--- src/rtl/nfsa_pkg.sv ---
// Shared types and constants of the nearest free slot allocator.
`timescale 1ns / 1ps

package nfsa_pkg;

    localparam int CFG_W  = 4;
    localparam int IDX_W  = 2;
    localparam int DATA_W = 16;

    localparam logic OP_WRITE = 1'b0;
    localparam logic OP_ALLOC = 1'b1;

    localparam logic [4:0] DIST_SAT = 5'd31;

    typedef enum logic [IDX_W-1:0] {
        CFG_ENT_ROW     = 2'd0,
        CFG_ENT_COL     = 2'd1,
        CFG_SMALL_LAST  = 2'd2,
        CFG_MEDIUM_LAST = 2'd3
    } t_cfg_idx;

    typedef enum logic [1:0] {
        CLS_SMALL   = 2'd0,
        CLS_MEDIUM  = 2'd1,
        CLS_LARGE   = 2'd2,
        CLS_INVALID = 2'd3
    } t_size_class;

    typedef enum logic [2:0] {
        ST_IDLE,
        ST_WR_READ,
        ST_WR_MOD,
        ST_SCAN,
        ST_DRAIN,
        ST_COMMIT
    } t_state;

    typedef struct packed {
        logic [CFG_W-1:0] ent_row;
        logic [CFG_W-1:0] ent_col;
        logic [CFG_W-1:0] small_last;
        logic [CFG_W-1:0] medium_last;
    } t_cfg;

    typedef struct packed {
        logic [4:0]  pad;
        t_size_class size_class;
        logic        occupied_value;
        logic [3:0]  cell_col;
        logic [3:0]  cell_row;
    } t_in_word;

    typedef struct packed {
        logic [1:0] pad;
        logic [4:0] distance;
        logic [3:0] spot_col;
        logic [3:0] spot_row;
        logic       found;
    } t_out_word;

endpackage

--- src/rtl/nearest_free_slot_allocator_core.sv ---
// Top level of the nearest free slot allocator: control, best-cell tracking and result register.
//
//  Channel | Direction | Handshake               | Contents
//  s       | in        | i_s_tvalid / o_s_tready | one write or allocate word
//  m       | out       | o_m_tvalid / i_m_tready | one result word per allocate
//  cfg     | in        | i_cfg_wr_en             | entrance and class column limits
//
// A write word passes through accept, row read and row write-back, in that order.
// An allocate word reads one grid row per cycle, then drains the row search and commits;
// an allocate word with an invalid class goes straight from accept to commit.
// After reset every cell is free at once; rows carry valid bits, so no clearing pass is needed.
// A result waits in the output register while the next word is accepted; the block
// only holds in its final step when a new result finds that register still full.
`timescale 1ns / 1ps

module nearest_free_slot_allocator_core
    import nfsa_pkg::*;
#(
    parameter int GRID_ROWS = 16,
    parameter int GRID_COLS = 16
) (
    input  logic              i_clk,
    input  logic              i_rst_n,
    input  logic              i_s_tvalid,
    output logic              o_s_tready,
    // cell_row[3:0], cell_col[7:4], occupied_value[8], size_class[10:9], zero[15:11]
    input  logic [DATA_W-1:0] i_s_tdata,
    // operation[0]
    input  logic              i_s_tuser,
    output logic              o_m_tvalid,
    input  logic              i_m_tready,
    // found[0], spot_row[4:1], spot_col[8:5], distance[13:9], zero[15:14]
    output logic [DATA_W-1:0] o_m_tdata,
    input  logic              i_cfg_wr_en,
    input  logic [IDX_W-1:0]  i_cfg_idx,
    input  logic [CFG_W-1:0]  i_cfg_data
);

    localparam int RW   = $clog2(GRID_ROWS);
    localparam int CW   = $clog2(GRID_COLS);
    localparam int RMAX = (GRID_ROWS-1 > 15) ? GRID_ROWS-1 : 15;
    localparam int CMAX = (GRID_COLS-1 > 15) ? GRID_COLS-1 : 15;
    localparam int DW   = $clog2(RMAX+CMAX+1);

    t_state               r_state;
    t_state               n_state;
    t_cfg                 r_cfg;
    t_in_word             r_item;
    logic [RW-1:0]        r_scan_row;
    logic                 r_rd_pend;
    logic [RW-1:0]        r_rd_row;
    logic                 r_best_hit;
    logic [RW-1:0]        r_best_row;
    logic [CW-1:0]        r_best_col;
    logic [GRID_COLS-1:0] r_best_word;
    logic [DW-1:0]        r_best_dist;
    logic                 r_out_vld;
    t_out_word            r_out_word;

    t_in_word             w_in;
    logic                 w_accept;
    logic                 w_in_range;
    logic                 w_out_free;
    logic                 w_scan_last;
    logic                 w_rd_en;
    logic                 w_scan_rd;
    logic [RW-1:0]        w_rd_addr;
    logic [GRID_COLS-1:0] w_rd_data;
    logic                 w_wr_en;
    logic [RW-1:0]        w_wr_addr;
    logic [GRID_COLS-1:0] w_wr_data;
    logic [GRID_COLS-1:0] w_mod_word;
    logic [GRID_COLS-1:0] w_set_word;
    logic                 w_out_load;
    t_out_word            w_out_word;
    logic                 w_rm_vld;
    logic                 w_rm_hit;
    logic [RW-1:0]        w_rm_row;
    logic [CW-1:0]        w_rm_col;
    logic [GRID_COLS-1:0] w_rm_word;
    logic [DW-1:0]        w_rm_dist;
    logic                 w_best_upd;

    assign w_in        = t_in_word'(i_s_tdata);
    assign o_s_tready  = (r_state == ST_IDLE);
    assign w_accept    = i_s_tvalid && o_s_tready;
    assign w_in_range  = (int'(w_in.cell_row) < GRID_ROWS) && (int'(w_in.cell_col) < GRID_COLS);
    assign w_out_free  = !r_out_vld || i_m_tready;
    assign w_scan_last = (r_scan_row == RW'(GRID_ROWS-1));
    assign w_best_upd  = w_rm_vld && w_rm_hit && (!r_best_hit || (w_rm_dist < r_best_dist));

    nfsa_grid_mem #(
        .GRID_ROWS (GRID_ROWS),
        .GRID_COLS (GRID_COLS)
    ) u_grid_mem (
        .i_clk     (i_clk),
        .i_rst_n   (i_rst_n),
        .i_rd_en   (w_rd_en),
        .i_rd_addr (w_rd_addr),
        .o_rd_data (w_rd_data),
        .i_wr_en   (w_wr_en),
        .i_wr_addr (w_wr_addr),
        .i_wr_data (w_wr_data)
    );

    nfsa_row_min #(
        .GRID_ROWS (GRID_ROWS),
        .GRID_COLS (GRID_COLS)
    ) u_row_min (
        .i_clk   (i_clk),
        .i_rst_n (i_rst_n),
        .i_vld   (r_rd_pend),
        .i_row   (r_rd_row),
        .i_word  (w_rd_data),
        .i_cfg   (r_cfg),
        .i_cls   (r_item.size_class),
        .o_vld   (w_rm_vld),
        .o_hit   (w_rm_hit),
        .o_row   (w_rm_row),
        .o_col   (w_rm_col),
        .o_word  (w_rm_word),
        .o_dist  (w_rm_dist)
    );

    always_comb begin
        n_state = r_state;
        case (r_state)
            ST_IDLE: begin
                if (w_accept) begin
                    if (i_s_tuser == OP_WRITE) begin
                        n_state = w_in_range ? ST_WR_READ : ST_IDLE;
                    end else if (w_in.size_class == CLS_INVALID) begin
                        n_state = ST_COMMIT;
                    end else begin
                        n_state = ST_SCAN;
                    end
                end
            end
            ST_WR_READ: n_state = ST_WR_MOD;
            ST_WR_MOD:  n_state = ST_IDLE;
            ST_SCAN: begin
                if (w_scan_last) begin
                    n_state = ST_DRAIN;
                end
            end
            ST_DRAIN: begin
                if (!r_rd_pend && !w_rm_vld) begin
                    n_state = ST_COMMIT;
                end
            end
            ST_COMMIT: begin
                if (w_out_free) begin
                    n_state = ST_IDLE;
                end
            end
            default: n_state = ST_IDLE;
        endcase
    end

    always_comb begin
        w_mod_word                        = w_rd_data;
        w_mod_word[CW'(r_item.cell_col)]  = r_item.occupied_value;
        w_set_word                        = r_best_word;
        w_set_word[r_best_col]            = 1'b1;
        w_out_word                        = '0;
        if (r_best_hit) begin
            w_out_word.found    = 1'b1;
            w_out_word.spot_row = 4'(r_best_row);
            w_out_word.spot_col = 4'(r_best_col);
            w_out_word.distance = (r_best_dist > DW'(DIST_SAT)) ? DIST_SAT : 5'(r_best_dist);
        end
    end

    always_comb begin
        w_rd_en    = 1'b0;
        w_scan_rd  = 1'b0;
        w_rd_addr  = r_scan_row;
        w_wr_en    = 1'b0;
        w_wr_addr  = r_best_row;
        w_wr_data  = w_set_word;
        w_out_load = 1'b0;
        case (r_state)
            ST_WR_READ: begin
                w_rd_en   = 1'b1;
                w_rd_addr = RW'(r_item.cell_row);
            end
            ST_WR_MOD: begin
                w_wr_en   = 1'b1;
                w_wr_addr = RW'(r_item.cell_row);
                w_wr_data = w_mod_word;
            end
            ST_SCAN: begin
                w_rd_en   = 1'b1;
                w_scan_rd = 1'b1;
            end
            ST_COMMIT: begin
                w_out_load = w_out_free;
                w_wr_en    = w_out_free && r_best_hit;
            end
            default: begin
            end
        endcase
    end

    always_ff @(posedge i_clk) begin
        if (!i_rst_n) begin
            r_state             <= ST_IDLE;
            r_cfg.ent_row       <= 4'd0;
            r_cfg.ent_col       <= 4'd0;
            r_cfg.small_last    <= 4'd5;
            r_cfg.medium_last   <= 4'd11;
            r_scan_row          <= '0;
            r_rd_pend           <= 1'b0;
            r_best_hit          <= 1'b0;
            r_out_vld           <= 1'b0;
        end else begin
            r_state   <= n_state;
            r_rd_pend <= w_scan_rd;
            if (i_cfg_wr_en) begin
                case (t_cfg_idx'(i_cfg_idx))
                    CFG_ENT_ROW:     r_cfg.ent_row     <= i_cfg_data;
                    CFG_ENT_COL:     r_cfg.ent_col     <= i_cfg_data;
                    CFG_SMALL_LAST:  r_cfg.small_last  <= i_cfg_data;
                    CFG_MEDIUM_LAST: r_cfg.medium_last <= i_cfg_data;
                    default: begin
                    end
                endcase
            end
            if (w_accept) begin
                r_scan_row <= '0;
            end else if (w_scan_rd) begin
                r_scan_row <= r_scan_row + 1'b1;
            end
            if (w_accept) begin
                r_best_hit <= 1'b0;
            end else if (w_best_upd) begin
                r_best_hit <= 1'b1;
            end
            if (w_out_load) begin
                r_out_vld <= 1'b1;
            end else if (i_m_tready) begin
                r_out_vld <= 1'b0;
            end
        end
    end

    always_ff @(posedge i_clk) begin
        if (w_accept) begin
            r_item <= w_in;
        end
        if (w_scan_rd) begin
            r_rd_row <= r_scan_row;
        end
        if (w_best_upd) begin
            r_best_row  <= w_rm_row;
            r_best_col  <= w_rm_col;
            r_best_word <= w_rm_word;
            r_best_dist <= w_rm_dist;
        end
        if (w_out_load) begin
            r_out_word <= w_out_word;
        end
    end

    assign o_m_tvalid = r_out_vld;
    assign o_m_tdata  = DATA_W'(r_out_word);

`ifndef ASSERT_OFF
    a_no_write_in_scan: assert property (@(posedge i_clk) disable iff (!i_rst_n)
        (r_state == ST_SCAN) |-> !w_wr_en)
        else $error("grid written during a row scan");

    a_commit_drained: assert property (@(posedge i_clk) disable iff (!i_rst_n)
        (r_state == ST_COMMIT) |-> (!r_rd_pend && !w_rm_vld))
        else $error("result committed with row reads still in flight");

    a_miss_is_zero: assert property (@(posedge i_clk) disable iff (!i_rst_n)
        (o_m_tvalid && !r_out_word.found) |->
        (r_out_word.spot_row == 4'd0 && r_out_word.spot_col == 4'd0
         && r_out_word.distance == 5'd0))
        else $error("not-found word carries nonzero fields");

    a_load_only_when_free: assert property (@(posedge i_clk) disable iff (!i_rst_n)
        w_out_load |=> o_m_tvalid)
        else $error("loaded result word not presented");
`endif

endmodule

--- src/rtl/nfsa_grid_mem.sv ---
// Occupancy memory: one word per grid row, registered read, per-row valid bits.
`timescale 1ns / 1ps

module nfsa_grid_mem
    import nfsa_pkg::*;
#(
    parameter int GRID_ROWS = 16,
    parameter int GRID_COLS = 16
) (
    input  logic                         i_clk,
    input  logic                         i_rst_n,
    input  logic                         i_rd_en,
    input  logic [$clog2(GRID_ROWS)-1:0] i_rd_addr,
    output logic [GRID_COLS-1:0]         o_rd_data,
    input  logic                         i_wr_en,
    input  logic [$clog2(GRID_ROWS)-1:0] i_wr_addr,
    input  logic [GRID_COLS-1:0]         i_wr_data
);

    logic [GRID_COLS-1:0] r_mem [GRID_ROWS];
    logic [GRID_ROWS-1:0] r_row_vld;
    logic [GRID_COLS-1:0] r_rd_data;
    logic                 r_rd_vld;

    always_ff @(posedge i_clk) begin
        if (i_wr_en) begin
            r_mem[i_wr_addr] <= i_wr_data;
        end
        if (i_rd_en) begin
            r_rd_data <= r_mem[i_rd_addr];
            r_rd_vld  <= r_row_vld[i_rd_addr];
        end
    end

    // A row never written since reset reads as all free.
    always_ff @(posedge i_clk) begin
        if (!i_rst_n) begin
            r_row_vld <= '0;
        end else if (i_wr_en) begin
            r_row_vld[i_wr_addr] <= 1'b1;
        end
    end

    assign o_rd_data = r_rd_vld ? r_rd_data : '0;

endmodule

--- src/rtl/nfsa_row_min.sv ---
// Per-row search for the nearest free cell of the requested class, registered.
`timescale 1ns / 1ps

module nfsa_row_min
    import nfsa_pkg::*;
#(
    parameter int GRID_ROWS = 16,
    parameter int GRID_COLS = 16
) (
    input  logic                         i_clk,
    input  logic                         i_rst_n,
    input  logic                         i_vld,
    input  logic [$clog2(GRID_ROWS)-1:0] i_row,
    input  logic [GRID_COLS-1:0]         i_word,
    input  t_cfg                         i_cfg,
    input  t_size_class                  i_cls,
    output logic                         o_vld,
    output logic                         o_hit,
    output logic [$clog2(GRID_ROWS)-1:0] o_row,
    output logic [$clog2(GRID_COLS)-1:0] o_col,
    output logic [GRID_COLS-1:0]         o_word,
    output logic [$clog2(((GRID_ROWS-1 > 15) ? GRID_ROWS-1 : 15)
                         + ((GRID_COLS-1 > 15) ? GRID_COLS-1 : 15) + 1)-1:0] o_dist
);

    localparam int RW   = $clog2(GRID_ROWS);
    localparam int CW   = $clog2(GRID_COLS);
    localparam int RMAX = (GRID_ROWS-1 > 15) ? GRID_ROWS-1 : 15;
    localparam int CMAX = (GRID_COLS-1 > 15) ? GRID_COLS-1 : 15;
    localparam int RXW  = $clog2(RMAX+1);
    localparam int CXW  = $clog2(CMAX+1);
    localparam int DW   = $clog2(RMAX+CMAX+1);

    t_size_class          w_col_cls [GRID_COLS];
    logic [GRID_COLS-1:0] w_cand;
    logic                 w_left_hit;
    logic                 w_right_hit;
    logic [CW-1:0]        w_left_col;
    logic [CW-1:0]        w_right_col;
    logic [CXW-1:0]       w_ec;
    logic [CXW-1:0]       w_left_d;
    logic [CXW-1:0]       w_right_d;
    logic                 w_take_left;
    logic [CXW-1:0]       w_col_d;
    logic [RXW-1:0]       w_r;
    logic [RXW-1:0]       w_er;
    logic [RXW-1:0]       w_row_d;
    logic                 w_hit;
    logic [CW-1:0]        w_col;
    logic [DW-1:0]        w_dist;

    logic                 r_vld;
    logic                 r_hit;
    logic [RW-1:0]        r_row;
    logic [CW-1:0]        r_col;
    logic [GRID_COLS-1:0] r_word;
    logic [DW-1:0]        r_dist;

    always_comb begin
        for (int c = 0; c < GRID_COLS; c++) begin
            if (CXW'(c) <= CXW'(i_cfg.small_last)) begin
                w_col_cls[c] = CLS_SMALL;
            end else if (CXW'(c) <= CXW'(i_cfg.medium_last)) begin
                w_col_cls[c] = CLS_MEDIUM;
            end else begin
                w_col_cls[c] = CLS_LARGE;
            end
            w_cand[c] = !i_word[c] && (w_col_cls[c] == i_cls);
        end
    end

    // Nearest candidate at or left of the entrance column, and at or right of it.
    always_comb begin
        w_ec        = CXW'(i_cfg.ent_col);
        w_left_hit  = 1'b0;
        w_left_col  = '0;
        w_right_hit = 1'b0;
        w_right_col = '0;
        for (int c = 0; c < GRID_COLS; c++) begin
            if (w_cand[c] && (CXW'(c) <= w_ec)) begin
                w_left_hit = 1'b1;
                w_left_col = CW'(c);
            end
        end
        for (int c = GRID_COLS-1; c >= 0; c--) begin
            if (w_cand[c] && (CXW'(c) >= w_ec)) begin
                w_right_hit = 1'b1;
                w_right_col = CW'(c);
            end
        end
    end

    always_comb begin
        w_left_d    = w_ec - CXW'(w_left_col);
        w_right_d   = CXW'(w_right_col) - w_ec;
        w_take_left = w_left_hit && (!w_right_hit || (w_left_d <= w_right_d));
        w_col       = w_take_left ? w_left_col : w_right_col;
        w_col_d     = w_take_left ? w_left_d : w_right_d;
        w_hit       = w_left_hit || w_right_hit;
        w_r         = RXW'(i_row);
        w_er        = RXW'(i_cfg.ent_row);
        w_row_d     = (w_r >= w_er) ? (w_r - w_er) : (w_er - w_r);
        w_dist      = DW'(w_row_d) + DW'(w_col_d);
    end

    always_ff @(posedge i_clk) begin
        if (!i_rst_n) begin
            r_vld <= 1'b0;
        end else begin
            r_vld <= i_vld;
        end
    end

    always_ff @(posedge i_clk) begin
        if (i_vld) begin
            r_hit  <= w_hit;
            r_row  <= i_row;
            r_col  <= w_col;
            r_word <= i_word;
            r_dist <= w_dist;
        end
    end

    assign o_vld  = r_vld;
    assign o_hit  = r_hit;
    assign o_row  = r_row;
    assign o_col  = r_col;
    assign o_word = r_word;
    assign o_dist = r_dist;

endmodule
--- config.mk ---
export PLATFORM = sky130hd
export DESIGN_NAME = nearest_free_slot_allocator_core
export DESIGN_NICKNAME = d
export VERILOG_FILES = /design/src/rtl/nfsa_pkg.sv /design/src/rtl/nearest_free_slot_allocator_core.sv /design/src/rtl/nfsa_grid_mem.sv /design/src/rtl/nfsa_row_min.sv
export SDC_FILE = /design/constraint.sdc
export NUM_CORES = 1
export LEC_CHECK = 0
export BUFFER_PORTS_ARGS = -buffer_cell sky130_fd_sc_hd__buf_4
export CAP_MARGIN = 40
export CORE_ASPECT_RATIO = 2
export CORE_UTILIZATION = 62
export DETAILED_ROUTE_END_ITERATION = 7
export HOLD_SLACK_MARGIN = 0.06
export PLACE_DENSITY_LB_ADDON = 0.3
export SLEW_MARGIN = 30
export SYNTH_ARGS = -nofsm -noshare
export SYNTH_HDL_FRONTEND = slang
export SYNTH_SLANG_ARGS = --single-unit
--- constraint.sdc ---
create_clock -name i_clk -period 6.8 [get_ports i_clk]
set_input_delay 0.34 -clock i_clk [delete_from_list [all_inputs] [get_ports i_clk]]
set_output_delay 0.34 -clock i_clk [all_outputs]
set_load 0.01 [all_outputs]
==> flow_metrics.tcl, run 1 <==
set metrics [dict create \
    ys_seq_area_share_pct 65.3 \
    drive_gt1_share_pct 19.6 \
    syn_to_final_growth_pct 11.8 \
    worst_pin_slew_ps 776 \
    skew_ps 17.1 \
    status "complete, no violations" \
    cap_violations 0 \
    netlist_area_um2 17900 \
    endpoint_kind "flip-flop" \
    rows 87 \
    clock-sinks 404 \
    grt_max_degree 50 \
    cp-start-kind "flip-flop" \
    clk_pin_slew_ps 70 \
    postCtsHoldBufs 13 \
    finalNonFillerCells 1652 \
    totalWireLength_mm 42.5 \
    setup_tns_ps 0 \
    p_leak_nw 6.96 \
    layout_commonest_cell "edfxtp_1" \
    ctsLongestPathBuffers 3 \
    synthFlopType "edfxtp_1" \
    synth_cell_types 81 \
    max_slew_margin_pct 48.0 \
    critPathRequiredTime_ps 7080 \
    fin_nets 1327 \
    synth_edf_count 361 \
    fin_crit_sh_pct 90.7 \
    num_antenna_cells 0 \
    grt_pass1_wl_mm 64.3 \
    die_w_um 122 \
    min_path_type "in2reg" \
    path_class "reg2reg" \
    ios 46 \
    final_cell_mix "edfxtp_1 (361), nand2_1 (80), buf_4 (72), mux4_2 (68), and2_1 (46)" \
    fill_cells 1838 \
    yosysWarnings 0 \
    grt_overflow 0 \
    fin_area_um2 20000 \
    drt_iter0_drc 893 \
    wl_per_cell_um 25.7 \
    cts_resized 0 \
    fmax_mhz 162 \
    cp.arrival_ps 6440 \
    htree_levels 2 \
    cts_made_buffers 36 \
    grt_pass1_vias 11200 \
    synth.avg_cell_area_um2 15.0 \
    hold_violations 0 \
    maxSlewViolCount 0 \
    ant_nets 0 \
    firstDrtPassIters 5 \
    place_hpwl_mm 28.1 \
    vias 10800 \
    rsz0062_at_grt "no" \
    min_period_ps 6170 \
    drc 0 \
    place_inst 1572 \
    clockRootBuffer "clkbuf_16" \
    dieArea_um2 29600 \
    postSynthCellCount 1195 \
    cts_tree "yes" \
    p_per_area_nw_per_um2 274 \
    antenna_found_initial 0 \
    core_area_um2 28300 \
    hold_ws_ps 79.4 \
    async_reset_ff_share_pct 0 \
    cp_max_fo 15 \
    start_util_pct 63.3 \
    synth_seq_cells 404 \
    portBuffers 38 \
    die_h_um 242 \
    irDropWorstVdd_mv 0.252 \
    clk_latency_ps 540 \
    placed_area_um2 18700 \
    global_route.usage.total_pct 30.0 \
    setup_violations 0 \
    avgViaCountPerCell 6.52 \
    post_cts_buffers 0 \
    gp_congestion 0.950 \
]
[power breakdown]
| part | leakage [nW] | switching [mW] | internal [mW] |
|---|---|---|---|
| registers | 3.62 | 0.0360 | 2.77 |
| clock network | 0.581 | 0.896 | 1.17 |
| logic | 2.75 | 0.368 | 0.258 |
| total | 6.96 | 1.30 | 4.19 |
[cells in the mapped netlist, drive strengths merged, types with 7 or more instances]
library cell | number | share of area, %
nor2b | 27 | 0.96
clkbuf | 27 | 0.85
nand4 | 12 | 0.42
ha | 26 | 1.8
a211oi | 31 | 1.3
a21oi | 42 | 1.2
a31oi | 32 | 1.1
edfxtp | 361 | 61
buf | 32 | 1.3
o21ai | 25 | 0.70
nand3 | 13 | 0.36
nor2 | 62 | 1.3
and2 | 48 | 1.7
mux4 | 68 | 8.5
nor3 | 19 | 0.53
o211ai | 7 | 0.29
dfxtp | 43 | 4.8
a21o | 11 | 0.46
inv | 45 | 0.94
xnor2 | 9 | 0.44
o21a | 22 | 0.92
mux2i | 42 | 2.3
nand2b | 15 | 0.52
nand2 | 80 | 1.7
nor3b | 9 | 0.38
[final timing paths]
| check | startpoint | end | slack, ps | depth (start not counted) |
|---|---|---|---|---|
| worst max-delay path | r_cfg[5] | u_row_min.o_dist[2] | 630 | 23 |
| worst min-delay path | i_cfg_data[3] | r_cfg[3] | 80 | 3 |
| worst max register to register | r_cfg[5] | u_row_min.o_dist[2] | 630 | 23 |
| worst min register to register | u_row_min.o_row[2] | r_best_row[2] | 420 | 0 |
[sequential cells by signal, indices dropped and copies added (netlist names), 5 cells and up]
signal,flops
r_best_word,16
r_item,11
o_m_tdata,14
u_grid_mem.r_rd_data,16
u_grid_mem.r_row_vld,16
r_cfg,16
u_row_min.o_dist,5
u_row_min.o_word,16
r_best_dist,5
u_grid_mem.r_mem,256
[routing by layer]
layer | vias up | wire (µm) | global-route usage [%]
met1 | 5432 | 14400 | 31.9
li1 | 4768 | - | -
met5 | - | 0 | 0
met3 | 160 | 1970 | 3.53
met4 | 0 | 2870 | 19.3
met2 | 417 | 23300 | 54.5
[metrics by stage]
step	worst slack (ps)	util, %	power, mW
6_report	634	70.8	5.49
5_1_grt	271	70.8	5.65
4_1_cts	661	70.8	5.51
3_5_place_dp	665	66.1	3.47
3_3_place_gp	707	65.7	3.45
2_1_floorplan	1780	-	3.28
[worst max-delay path, cell delays in order, from the launching register on]
cell and delay, ps:
dfxtp_1 510, o32ai_1 370, o311ai_0 270, nor3_1 500, nor3_1 170, o211ai_1 210, nand4_1 140, a211oi_1 470
inv_1 90, ha_1 190, inv_1 80, fa_1 460, ha_1 330, nor2b_1 130, o21ai_0 140, nand2b_1 80
a21oi_1 160, a41o_1 140, o32a_1 300, mux2i_1 310, ha_1 220, inv_1 60, fa_1 400, xnor2_1 150
[final cells by class]
class / count / area (µm²) / area share (%)
Clock inverter: 18 / 166 / 0.831
Sequential cell: 404 / 11700 / 58.4
Timing Repair Buffer: 94 / 737 / 3.68
Multi-Input combinational cell: 687 / 5780 / 28.8
Inverter: 45 / 169 / 0.843
Clock buffer: 48 / 1040 / 5.19
Tap cell: 356 / 445 / 2.22
[kinds of logic after synthesis]
group	count (synthesis)	share of synthesized area [%]
buf+inv	105	3.23
mux	113	11.1
other cells	1	0.0209
fa+ha+maj	31	2.37
simple gates	316	9.14
xor+xnor	13	0.635
flops	404	65.3
compound gates	212	8.18
(Power assumes the default switching activity.)
==> inputs of run 2 (changes only) <==
Settings changed: CORE_MARGIN set to 2.
==> run 2 against run 1 <==
Compared with the run above: via count is 0.27% lower; combinational power is 3.5% lower; sequential power hardly changed; largest power group unchanged; highest routed layer is now met5.
==> flow_metrics.tcl, run 2 (same netlist as run 1, synthesis figures left out) <==
set metrics [dict create \
    critPathRequiredTime_ps 7090 \
    antenna_found_initial 1 \
    cts_made_buffers 35 \
    gp_congestion 0.919 \
    hold_violations 0 \
    seqCellArea_um2 11700 \
    p_clk_share_pct 35.4 \
    post_cts_buffers 0 \
    dieArea_um2 30400 \
    irDropWorstVdd_mv 0.267 \
    grt_pass1_vias 11100 \
    fill_cells 1882 \
    drt_iter0_drc 953 \
    clk_pin_slew_ps 70 \
    clk_latency_ps 550 \
    ant_nets 0 \
    avgViaCountPerCell 6.51 \
    portBuffers 38 \
    seq_power_share_pct 53.2 \
    vias 10700 \
    place_hpwl_mm 25.8 \
    largest-register "u_grid_mem.r_mem" \
    totalWireLength_mm 41.7 \
    firstDrtPassIters 7 \
    rows 88 \
    p_leak_nw 6.87 \
    fin_crit_sh_pct 91.2 \
    p_sw_mw 1.28 \
    p_int_mw 4.00 \
    start_util_pct 62.6 \
    core_area_um2 28600 \
    clock-sinks 404 \
    cts_resized 0 \
    worst_pin_slew_ps 834 \
    multiInputGateArea_um2 5760 \
    global_route.usage.total_pct 27.9 \
    num_antenna_cells 0 \
    maxSlewViolCount 0 \
    fin_nets 1322 \
    grt_max_degree 69 \
    drive_gt1_share_pct 18.9 \
    max_slew_margin_pct 44.4 \
    htree_levels 2 \
    rsz0062_at_grt "no" \
    cts_tree "yes" \
    power.share.switching_pct 24.2 \
    final_cell_mix "edfxtp_1 (361), nand2_1 (80), buf_4 (69), mux4_2 (68), and2_1 (46)" \
    min_period_ps 6200 \
    endpoint_kind "flip-flop" \
    cp.arrival_ps 6490 \
    ios 46 \
    largest_register_ffs 256 \
    syn_to_final_growth_pct 10.9 \
    min_path_type "in2reg" \
    final_core_util_pct 69.4 \
    grt_overflow 0 \
    setup_tns_ps 0 \
    drc 0 \
    ctsLongestPathBuffers 3 \
    status "complete, no violations" \
    cp_max_fo 16 \
    grt_pass1_wl_mm 64.3 \
    p_per_area_nw_per_um2 266 \
    wl_per_cell_um 25.3 \
    cp-start-kind "flip-flop" \
    die_h_um 244 \
    die_w_um 124 \
    clockRootBuffer "clkbuf_16" \
    setup_violations 0 \
    cap_violations 0 \
    fmax_mhz 161 \
    postCtsHoldBufs 13 \
    path_class "reg2reg" \
    skew_ps 19.2 \
    comb_power_share_pct 11.4 \
    layout_commonest_cell "edfxtp_1" \
]
run 2: worst paths after layout:
kind / startpoint / end / slack, ps / cells past startpoint
setup / recovery: r_item[9] / u_row_min.o_dist[3] / 600 / 23
setup reg to reg: r_item[9] / u_row_min.o_dist[3] / 600 / 23
hold / removal: i_cfg_data[1] / r_cfg[1] / 80 / 3
hold reg to reg: u_row_min.o_word[12] / r_best_word[12] / 420 / 0
run 2: per-stage QoR:
step / hold slack, ps / area [µm²] / setup slack [ps] / instances / power [mW]
global placement: 401 / 18600 / 801 / 1564 / 3.42
detailed placement: 405 / 18700 / 705 / 1571 / 3.45
floorplan: 400 / 17900 / 1780 / 1196 / 3.28
finish: 83.4 / 19900 / 596 / 1650 / 5.28
CTS: 68.4 / 19900 / 698 / 1648 / 5.31
global route: 94.8 / 19900 / 84.9 / 1650 / 5.46
run 2: metal layers:
layer  track usage, %  wire length (µm)
met5                0                10
met4             11.8              1710
met3             4.48              2940
met2             47.4             21200
met1             36.0             15900
run 2: power groups by stage:
stage | Sequential, mW | Combinational [mW] | Clock [mW]
3_5_place_dp | 2.86 | 0.590 | 0
5_1_grt | 2.81 | 0.660 | 1.99
3_3_place_gp | 2.86 | 0.560 | 0
6_report | 2.81 | 0.604 | 1.87
4_1_cts | 2.80 | 0.601 | 1.90
2_1_floorplan | 2.83 | 0.449 | 0
run 2: cell type report:
cell class              instances  area share [%]
flip-flops and latches        404            58.9
multi-input cells             687            29.0
clock buffers                  45            4.65
repair buffers                 90            3.62
well taps                     360            2.27
inverters                      45           0.850
clock inverters                19           0.693
run 2: critical path, stage by stage (launching register included):
cell and delay (ps):
edfxtp_1 610, nor2_1 560, nor2_1 130, a2111oi_0 640, nor2_1 90, o211ai_1 120, nand4_1 140, a211oi_1 350
inv_1 80, ha_1 180, inv_1 80, fa_1 470, ha_1 330, nor2b_1 130, o21ai_0 130, nand2b_1 70
a21oi_1 150, a41o_1 160, o32a_1 460, mux2_4 350, ha_1 270, a21o_1 180, a21oi_1 170, xnor2_1 100
